**config.mk**
```make
export PLATFORM = sky130hd
export DESIGN_NAME = rgb_to_hue_sat_lum
export DESIGN_NICKNAME = d
export VERILOG_FILES = /design/src/hw/rtl/rhsl_pkg.sv /design/src/hw/rtl/rgb_to_hue_sat_lum.sv
export SDC_FILE = /design/constraint.sdc
export NUM_CORES = 2
export LEC_CHECK = 0
export ABC_AREA = 1
export ABC_CLOCK_PERIOD_IN_PS = 12500
export BUFFER_PORTS_ARGS = -buffer_cell sky130_fd_sc_hd__buf_2
export CAP_MARGIN = 20
export CORE_MARGIN = 10
export CORE_UTILIZATION = 40
export CTS_BUF_LIST = sky130_fd_sc_hd__clkbuf_8
export DETAILED_ROUTE_END_ITERATION = 8
export GPL_ROUTABILITY_DRIVEN = 0
export GPL_TIMING_DRIVEN = 0
export PLACE_DENSITY_LB_ADDON = 0.1
export SLEW_MARGIN = 5
export SYNTH_ARGS = -nofsm -noshare
export SYNTH_HDL_FRONTEND = slang
export SYNTH_SLANG_ARGS = --single-unit
```
**constraint.sdc**
```tcl
create_clock -name clk -period 12.5 [get_ports clk]
set_clock_uncertainty 0.05 [all_clocks]
set_input_delay 1.25 -clock clk [delete_from_list [all_inputs] [get_ports clk]]
set_output_delay 1.25 -clock clk [all_outputs]
set_load 0.05 [all_outputs]
```
**src/hw/rtl/rhsl_pkg.sv**
```systemverilog
`timescale 1ns / 1ps

package rhsl_pkg;

  // Field widths of the pixel and of the result.
  localparam int CHAN_W = 8;
  localparam int LUM_W  = 9;
  localparam int FRAC_W = 16;
  localparam int SAT_W  = FRAC_W + 1;
  localparam int HUE_W  = FRAC_W + 2;

  // Both quotients are below 2^17, so each divider resolves 17 bits.
  localparam int DIV_STEPS = FRAC_W + 1;

  // Divisor widths: max channel for saturation, five times the span for hue.
  localparam int DEN_S_W = CHAN_W;
  localparam int DEN_H_W = CHAN_W + 3;

  // Hue sector codes.
  typedef enum logic [1:0] {
    SEC_RED   = 2'd0,
    SEC_GREEN = 2'd1,
    SEC_BLUE  = 2'd2
  } sector_t;

  // Everything one item carries through the divider stages.
  typedef struct packed {
    logic [DEN_S_W-1:0] rem_s;
    logic [DEN_S_W-1:0] den_s;
    logic               low_s;
    logic [SAT_W-1:0]   quo_s;
    logic [DEN_H_W-1:0] rem_h;
    logic [DEN_H_W-1:0] den_h;
    logic               low_h;
    logic [SAT_W-1:0]   quo_h;
    logic               neg;
    logic               grey;
    logic [LUM_W-1:0]   lum;
  } div_stage_t;

endpackage

```
**src/hw/rtl/rgb_to_hue_sat_lum.sv**
```systemverilog
`timescale 1ns / 1ps

// Pipeline: two front-end stages, 17 divider stages resolving one quotient bit
// each for saturation and hue, and one output stage.
// Throughput: one item per clock; busy is always low and the receiver cannot stall.
// Reset (rst_n low, synchronous) clears every stage valid bit, so no result
// appears until items enter after reset.
module rgb_to_hue_sat_lum import rhsl_pkg::*; (
  input  logic                    clk,
  input  logic                    rst_n,
  input  logic                    start,
  output logic                    busy,
  input  logic [CHAN_W-1:0]       in_red,
  input  logic [CHAN_W-1:0]       in_green,
  input  logic [CHAN_W-1:0]       in_blue,
  output logic                    out_valid,
  output logic [LUM_W-1:0]        out_lum_sum,
  output logic [SAT_W-1:0]        out_sat_q16,
  output logic signed [HUE_W-1:0] out_hue_q16,
  output logic                    out_is_grey
);

  localparam int NUM_W = DEN_H_W + 1;

  // The pipeline never holds an item back.
  assign busy = 1'b0;

  // First front-end stage: max, min, span, sector and the channel difference.
  logic [CHAN_W-1:0]       hi_c;
  logic [CHAN_W-1:0]       lo_c;
  logic [CHAN_W-1:0]       span_c;
  sector_t                 sec_c;
  logic signed [CHAN_W:0]  diff_c;

  always_comb begin
    hi_c = in_red;
    if (in_green > hi_c) hi_c = in_green;
    if (in_blue > hi_c) hi_c = in_blue;
    lo_c = in_red;
    if (in_green < lo_c) lo_c = in_green;
    if (in_blue < lo_c) lo_c = in_blue;
    span_c = hi_c - lo_c;

    // Red wins ties over green, green over blue.
    if (hi_c == in_red) begin
      sec_c = SEC_RED;
    end else if (hi_c == in_green) begin
      sec_c = SEC_GREEN;
    end else begin
      sec_c = SEC_BLUE;
    end

    unique case (sec_c)
      SEC_RED: begin
        diff_c = $signed({1'b0, in_green}) - $signed({1'b0, in_blue});
      end
      SEC_GREEN: begin
        diff_c = $signed({1'b0, in_blue}) - $signed({1'b0, in_red});
      end
      SEC_BLUE: begin
        diff_c = $signed({1'b0, in_red}) - $signed({1'b0, in_green});
      end
      default: begin
        diff_c = '0;
      end
    endcase
  end

  logic                   pre_vld_r;
  logic [CHAN_W-1:0]      pre_hi_r;
  logic [CHAN_W-1:0]      pre_span_r;
  sector_t                pre_sec_r;
  logic signed [CHAN_W:0] pre_diff_r;
  logic                   pre_grey_r;
  logic [LUM_W-1:0]       pre_lum_r;

  always_ff @(posedge clk) begin
    if (!rst_n) begin
      pre_vld_r <= 1'b0;
    end else begin
      pre_vld_r <= start;
    end
    pre_hi_r   <= hi_c;
    pre_span_r <= span_c;
    pre_sec_r  <= sec_c;
    pre_diff_r <= diff_c;
    pre_grey_r <= (hi_c == lo_c);
    pre_lum_r  <= {1'b0, hi_c} + {1'b0, lo_c};
  end

  // Second front-end stage: the hue numerator, its magnitude and both divisors.
  logic [CHAN_W+1:0]       base_c;
  logic signed [NUM_W-1:0] num_c;
  logic [NUM_W-1:0]        mag_c;
  div_stage_t              front_nxt;

  always_comb begin
    unique case (pre_sec_r)
      SEC_RED: begin
        base_c = '0;
      end
      SEC_GREEN: begin
        base_c = {1'b0, pre_span_r, 1'b0};
      end
      SEC_BLUE: begin
        base_c = {pre_span_r, 2'b00};
      end
      default: begin
        base_c = '0;
      end
    endcase

    num_c = $signed({2'b00, base_c}) +
            $signed({{(NUM_W-CHAN_W-1){pre_diff_r[CHAN_W]}}, pre_diff_r});
    mag_c = num_c[NUM_W-1] ? NUM_W'(-num_c) : NUM_W'(num_c);

    // The first remainder takes all numerator bits above the 17 quotient
    // positions; the lowest non-zero numerator bit enters at the first step.
    front_nxt.rem_s = {1'b0, pre_span_r[CHAN_W-1:1]};
    front_nxt.den_s = pre_hi_r;
    front_nxt.low_s = pre_span_r[0];
    front_nxt.quo_s = '0;
    front_nxt.rem_h = mag_c[DEN_H_W:1];
    front_nxt.den_h = {3'b000, pre_span_r} + {1'b0, pre_span_r, 2'b00};
    front_nxt.low_h = mag_c[0];
    front_nxt.quo_h = '0;
    front_nxt.neg   = num_c[NUM_W-1];
    front_nxt.grey  = pre_grey_r;
    front_nxt.lum   = pre_lum_r;
  end

  // Stage registers: entry 0 follows the front end, entry k follows divider step k.
  div_stage_t st_r  [DIV_STEPS+1];
  logic       vld_r [DIV_STEPS+1];

  always_ff @(posedge clk) begin
    if (!rst_n) begin
      vld_r[0] <= 1'b0;
    end else begin
      vld_r[0] <= pre_vld_r;
    end
    st_r[0] <= front_nxt;
  end

  // Restoring division, one quotient bit per stage for both dividers.
  for (genvar g = 0; g < DIV_STEPS; g++) begin : g_div
    logic [DEN_S_W:0] sh_s;
    logic [DEN_H_W:0] sh_h;
    logic             bit_s;
    logic             bit_h;
    div_stage_t       stage_nxt;

    always_comb begin
      stage_nxt = st_r[g];
      sh_s = {st_r[g].rem_s, (g == 0) ? st_r[g].low_s : 1'b0};
      sh_h = {st_r[g].rem_h, (g == 0) ? st_r[g].low_h : 1'b0};
      bit_s = (sh_s >= {1'b0, st_r[g].den_s});
      bit_h = (sh_h >= {1'b0, st_r[g].den_h});
      stage_nxt.rem_s = bit_s ? DEN_S_W'(sh_s - {1'b0, st_r[g].den_s}) : sh_s[DEN_S_W-1:0];
      stage_nxt.rem_h = bit_h ? DEN_H_W'(sh_h - {1'b0, st_r[g].den_h}) : sh_h[DEN_H_W-1:0];
      stage_nxt.quo_s = {st_r[g].quo_s[SAT_W-2:0], bit_s};
      stage_nxt.quo_h = {st_r[g].quo_h[SAT_W-2:0], bit_h};
    end

    always_ff @(posedge clk) begin
      if (!rst_n) begin
        vld_r[g+1] <= 1'b0;
      end else begin
        vld_r[g+1] <= vld_r[g];
      end
      st_r[g+1] <= stage_nxt;
    end
  end

  // Output stage: sign the hue and clear both fractions for grey pixels.
  logic [HUE_W-1:0] hue_mag;
  logic [HUE_W-1:0] hue_nxt;
  logic [SAT_W-1:0] sat_nxt;

  always_comb begin
    hue_mag = {1'b0, st_r[DIV_STEPS].quo_h};
    if (st_r[DIV_STEPS].grey) begin
      hue_nxt = '0;
      sat_nxt = '0;
    end else begin
      hue_nxt = st_r[DIV_STEPS].neg ? HUE_W'(-hue_mag) : hue_mag;
      sat_nxt = st_r[DIV_STEPS].quo_s;
    end
  end

  logic             out_valid_r;
  logic [LUM_W-1:0] lum_r;
  logic [SAT_W-1:0] sat_r;
  logic [HUE_W-1:0] hue_r;
  logic             grey_r;

  always_ff @(posedge clk) begin
    if (!rst_n) begin
      out_valid_r <= 1'b0;
    end else begin
      out_valid_r <= vld_r[DIV_STEPS];
    end
    lum_r  <= st_r[DIV_STEPS].lum;
    sat_r  <= sat_nxt;
    hue_r  <= hue_nxt;
    grey_r <= st_r[DIV_STEPS].grey;
  end

  assign out_valid   = out_valid_r;
  assign out_lum_sum = lum_r;
  assign out_sat_q16 = sat_r;
  assign out_hue_q16 = $signed(hue_r);
  assign out_is_grey = grey_r;

endmodule

```
; ---- Word-level counts from Yosys, hierarchy flattened
; Memories as Yosys holds them, arrays and structs flattened. A register that Yosys moved wholly into a read port is not among the register bits.
; Cells that the tools add are included.
[classes]
add_sub_neg = 43
order_cmp = 38
eq_ne = 7
n_mux = 64
bitwise_logic = 19
reduce_logical = 3
[ops]
columns = op, count
row1 = $ge A12 B11 Y1, 17
row2 = $mux W11, 17
row3 = $sub A11 B11 Y11, 17
row4 = $mux W8, 21
row5 = $ge A9 B8 Y1, 17
row6 = $sub A8 B8 Y8, 18
row7 = $pmux W9 S3, 1
row8 = $sub A8 B8 Y9, 3
row9 = $eq A8 B8 Y1, 3
row10 = $mux W1, 20
row11 = $pmux W10 S2, 1
row12 = $neg A17 Y18, 1
row13 = $or A1 B1 Y1, 18
row14 = $mux W17, 1
row15 = $gt A8 B8 Y1, 2
row16 = $lt A8 B8 Y1, 2
row17 = $add A11 B9 Y12, 1
row18 = $mux W12, 1
row19 = $neg A12 Y12, 1
row20 = $add A8 B10 Y11, 1
row21 = $add A8 B8 Y9, 1
row22 = $eq A2 B1 Y1 const B, 2
row23 = $eq A2 B2 Y1 const B, 2
row24 = $mux W2, 2
row25 = 4 further kinds, 4
[word_totals]
reg_bits = 83
mem_bits_rw = 1548
input_bits = 27
output_inout_bits = 47
elab_cells = 188
n_memories = 2
[mem_list]
columns = memory, words, width, read_ports, rd_ports_with_merged_regs, wr, line_no
row1 = st_r, 18, 85, 18, 0, 18, rgb_to_hue_sat_lum.sv:133  ; div_stage_t st_r [DIV_STEPS+1];
row2 = vld_r, 18, 1, 18, 1, 18, rgb_to_hue_sat_lum.sv:134  ; logic vld_r [DIV_STEPS+1];

; ---- Depth between registers and ports, before layout
[depth]
depth_word = 9
mapped_depth = 33

; ---- Worst setup path after synthesis
; No wires, ideal clock.
[synth_path]
path_type = in2reg
start = in in_green[4]
end = reg pre_lum_r[8]
setup_ns = 0.070
arrival_ns = 5.354
slack_ns = 7.025
path_stages = 31
cell_sequence = inv_1 > ha_1 > nand2_1 > inv_1 > nand2_1 > nand2_1 > nand2_1 > nand3_2 > o21ai_1 > clkbuf_1 > nand2_1 > o21ai_0 > inv_1 > ha_1 > nand2_1 > nor2_1 > a211oi_1 > nand2_1 > inv_1 > clkbuf_1 > nand2_1 > o21ai_0 > inv_1 > fa_1 > o21ai_0 > a21oi_1 > nor2_1 > nor2_1 > nor2_1 > nor2_1 > o21bai_1
[synth_via]
elab_chain_cells = 5
elab_cells_between_ends = 9
cone_classes = add/sub: 1 / order compare: 4 / mux: 4
[synth_rtl]
columns = item, line_no
row1 = start: declaration, rgb_to_hue_sat_lum.sv:14  ; input logic [CHAN_W-1:0] in_green,
row2 = $gt A8 B8 Y1 or $lt A8 B8 Y1 (tied branches), "rgb_to_hue_sat_lum.sv:37, rgb_to_hue_sat_lum.sv:40"
row3 = "$mux W8, on equally long branches", "rgb_to_hue_sat_lum.sv:37, rgb_to_hue_sat_lum.sv:40"
row4 = $gt A8 B8 Y1 or $lt A8 B8 Y1 (tied branches), "rgb_to_hue_sat_lum.sv:38, rgb_to_hue_sat_lum.sv:41"
row5 = "$mux W8, on equally long branches", "rgb_to_hue_sat_lum.sv:38, rgb_to_hue_sat_lum.sv:41"
row6 = $add A8 B8 Y9 (*), rgb_to_hue_sat_lum.sv:88  ; pre_lum_r <= {1'b0, hi_c} + {1'b0, lo_c};
row7 = end signal: assignment, rgb_to_hue_sat_lum.sv:88
row8 = end: declaration, rgb_to_hue_sat_lum.sv:75  ; logic [LUM_W-1:0] pre_lum_r;
; Mark *: on every way between the ends. The rest lies on a longest branch, timed or not.
; A chain may end at the register's enable or synchronous reset.

; ---- Final worst setup path
[layout_path]
start = in in_green[6]
end = reg pre_lum_r[8]
; Same word-level chain as after synthesis.

==> metrics.md <==
| Metric | Value |
|---|---|
| Setup TNS Final | `0 ns` |
| Overflow left after global routing | `0` |
| Die Ht | `354.4 um` |
| FF-to-FF path depth | `21` |
| Initial antenna violation count | `1` |
| Reg2reg start | `pre_sec_r[0]$_DFF_P_` |
| Row count | `122` |
| CTS resizes | `0` |
| Buffers from clock root to sink, at most | `3` |
| WHS Path Cells | `0` |
| Worst Path Required | `13.16 ns` |
| Vias per inst | `4.388` |
| Hpwl dp | `58,930 um` |
| Initial core utilization | `40.36%` |
| GR Util All Layers | `12.50%` |
| Design Area, Final | `51,170 sq um` |
| Endpoints failing setup | `0` |
| Post-synthesis async set-or-reset flop share | `0%` |
| Area leader, netlist | `dfxtp_1` |
| Critical Path Source Type | `input port` |
| Worst-path fanout max | `10` |
| Netlist Area Pre-Place | `44,730 sq um` |
| Die area | `125,600 sq um` |
| Grt peak-use layer | `met2` |
| Area growth from synthesis to layout | `14.40%` |
| Minimum clock period | `6.110 ns` |
| Hold WC Path Type | `reg -> reg` |
| DRC Markers | `0` |
| Netlist cell types | `50` |
| Share of layout cells above drive strength 1 | `8.130%` |
| Syn Area/Cell | `9.566 sq um` |
| Max-cap violations | `0` |
| First-pass GRT wire length | `132,800 um` |
| Critical path class | `in -> reg` |
| GR Util met2 | `23.96%` |
| I/O pin total | `74` |
| Most common cell after layout, fill and taps aside | `dfxtp_1` |
| Final Hold Viols | `0` |
| Synth Area in XOR/XNOR | `4.836%` |
| R2R setup slack | `8.83 ns` |
| Worst path arrival time | `6.77 ns` |
| Hold path startpoint | `st_r[2][4]$_DFF_P_` |
| Crit path buffers/inverters | `6` |
| Met1 Resource Use GR | `12.47%` |
| Post-Synth Simple-Gate Area | `11.48%` |
| Total number of vias | `28.98k` |
| Post-synthesis register bit count | `1,233` |
| CTS tree | `yes` |
| Compound-cell area share of the yosys netlist | `8.590%` |
| Synth area leaders | `dfxtp_1 55%, ha_1 11%, inv_1 6.5%` |
| Synth Flop Type | `dfxtp_1` |
| Main combinational cell family by area after synthesis | `adder cells` |
| Syn Nets | `5,135` |
| Clock root cell | `clkbuf_8` |
| Final Max Tran Viols | `0` |
| Mux cell area share after synthesis | `0%` |
| Yosys warns | `0` |
| Crit. End Element | `flop` |
| Status | `finished clean` |
| Most frequent cells in the layout | `1,233 x dfxtp_1, 849 x inv_1, 565 x nand2_1, 393 x ha_1, 350 x nor2_1` |
| Placement-stage worst setup slack | `5.491 ns` |
| Synth Area in Adders | `12.74%` |
| Met3 Use GR | `2.896%` |
| Hold buffer count at CTS | `0` |
| TritonCTS Buffers | `199` |
| Clk pin slew, worst setup/hold paths | `0.06 ns` |
| Top delay family on crit path | `compound AO/OA/AOI/OAI gates` |
| Mapped Cells | `4,676` |
| Register area share after synthesis | `55.18%` |
| Final ANT Viol Nets | `0` |
| Slowest stage delay, CP | `0.48 ns` |
| CP max stage cell | `o21ai_0` |
| Least-Margin Pin Slew | `0.7792 ns` |
| Placed cell areas | `46,950 sq um` |
| Finished Core Util | `46.17%` |
| TritonCTS Sinks | `1,233` |
| Post-synth top area share | `55.18%` |
| H-tree Lvls | `4` |
| Wire length per cell | `11.69 um` |
| Port bufs | `71` |
| Reg2reg end | `st_r[0][47]$_DFF_P_` |
| Largest net degree at the start of global routing | `17` |
| WL final | `77,240 um` |
| Nets | `5,407` |
| Drt pass-1 iters | `5` |
| Die width | `354.4 um` |
| Fmax | `163.7 MHz` |
| Clk_lat worst skew | `0.84 ns` |
| Period utilization | `48.88%` |
| Post-CTS Setup Inserts | `0` |
| Vias in the first global route | `29.61k` |
| EDFF count, synth | `0` |
| Final WS setup | `6.390 ns` |
| Worst slew margin | `48.06%` |
| DRT iter0 DRCs | `1,077` |
| Hold Path End | `st_r[3][4]$_DFF_P_` |
| Core ar. | `110,800 sq um` |
| RSZ-0062 raised after global routing | `no` |
==> through the flow <==
stage                     instances  hold WS, ns
final                          6606       0.2549
after CTS                      6605       0.2479
after global placement         6235       0.2597
after floorplan                4676       0.2596
after global routing           6606       0.2480
after detailed placement       6235       0.2621
==> worst register-to-register path: cells and delay by family (launching register included) <==
kind | cells | cell delay (ns)
adders and majority gates | 3 | 0.89
AOI/OAI and AO/OA | 6 | 0.93
DFF | 1 | 0.33
buffers and inverters | 4 | 0.40
xor gates and xnor gates | 1 | 0.16
and+or+nand+nor | 7 | 0.81
==> routing by layer <==
| layer | up-vias | part of all wire, % |
|---|---|---|
| met1 | 12880 | 40 |
| li1 | 15510 | - |
| met5 | - | 0 |
| met4 | 0 | 3.6 |
| met3 | 201 | 4.0 |
| met2 | 402 | 53 |
==> how the worst max path moves through the flow <==
stage	startpoint	end	slack [ns]	cells after the start
detailed placement	in_green[6]	pre_lum_r[8]$_DFF_P_	5.49	27
global placement	in_green[6]	pre_lum_r[8]$_DFF_P_	5.48	27
floorplan	in_green[4]	pre_lum_r[8]$_DFF_P_	7.03	31
finish	in_green[6]	pre_lum_r[8]$_DFF_P_	6.39	27
CTS	in_green[6]	pre_lum_r[8]$_DFF_P_	6.41	27
global route	in_green[4]	pre_lum_r[8]$_DFF_P_	5.79	30
==> final cells by class <==
cell class,instances,area (sq um)
multi-input cells,2597,16840
clock buffers,254,3496
repair buffers,71,355.3
flip-flops and latches,1233,24680
diodes,1,2.502
inverters,792,2973
plain buffers,54,230.2
clock inverters,116,724.4
fillers,10820,59650
well taps,1488,1862
==> state kept, by name, indices dropped and copies added, names as in the netlist, 9 cells and up <==
register and cells:
pre_diff_r 9, out_sat_q16 17, out_hue_q16 18, vld_r 18, out_lum_sum 9, st_r 1132
==> kinds of logic (layout without fill, tap and decap cells) <==
family / count (synthesis) / after routing
adders and majority gates: 432 / 432
DFF: 1233 / 1233
other: 1 / 2
and+or+nand+nor: 1213 / 1213
xor gates and xnor gates: 247 / 247
buffers and inverters: 846 / 1287
AOI/OAI and AO/OA: 704 / 704
==> cell usage after synthesis (all sizes together) (49+ instances only) <==
cell    count
dfxtp    1233
inv       780
nand2     586
ha        393
nor2      357
o21ai     342
a21oi     226
xor2      189
nand3     133
nor3       60
xnor2      58
clkbuf     49
Power is left out: the tool's default activity adds up to more than one toggle a clock period on the data nets, which glitch-free logic cannot reach.
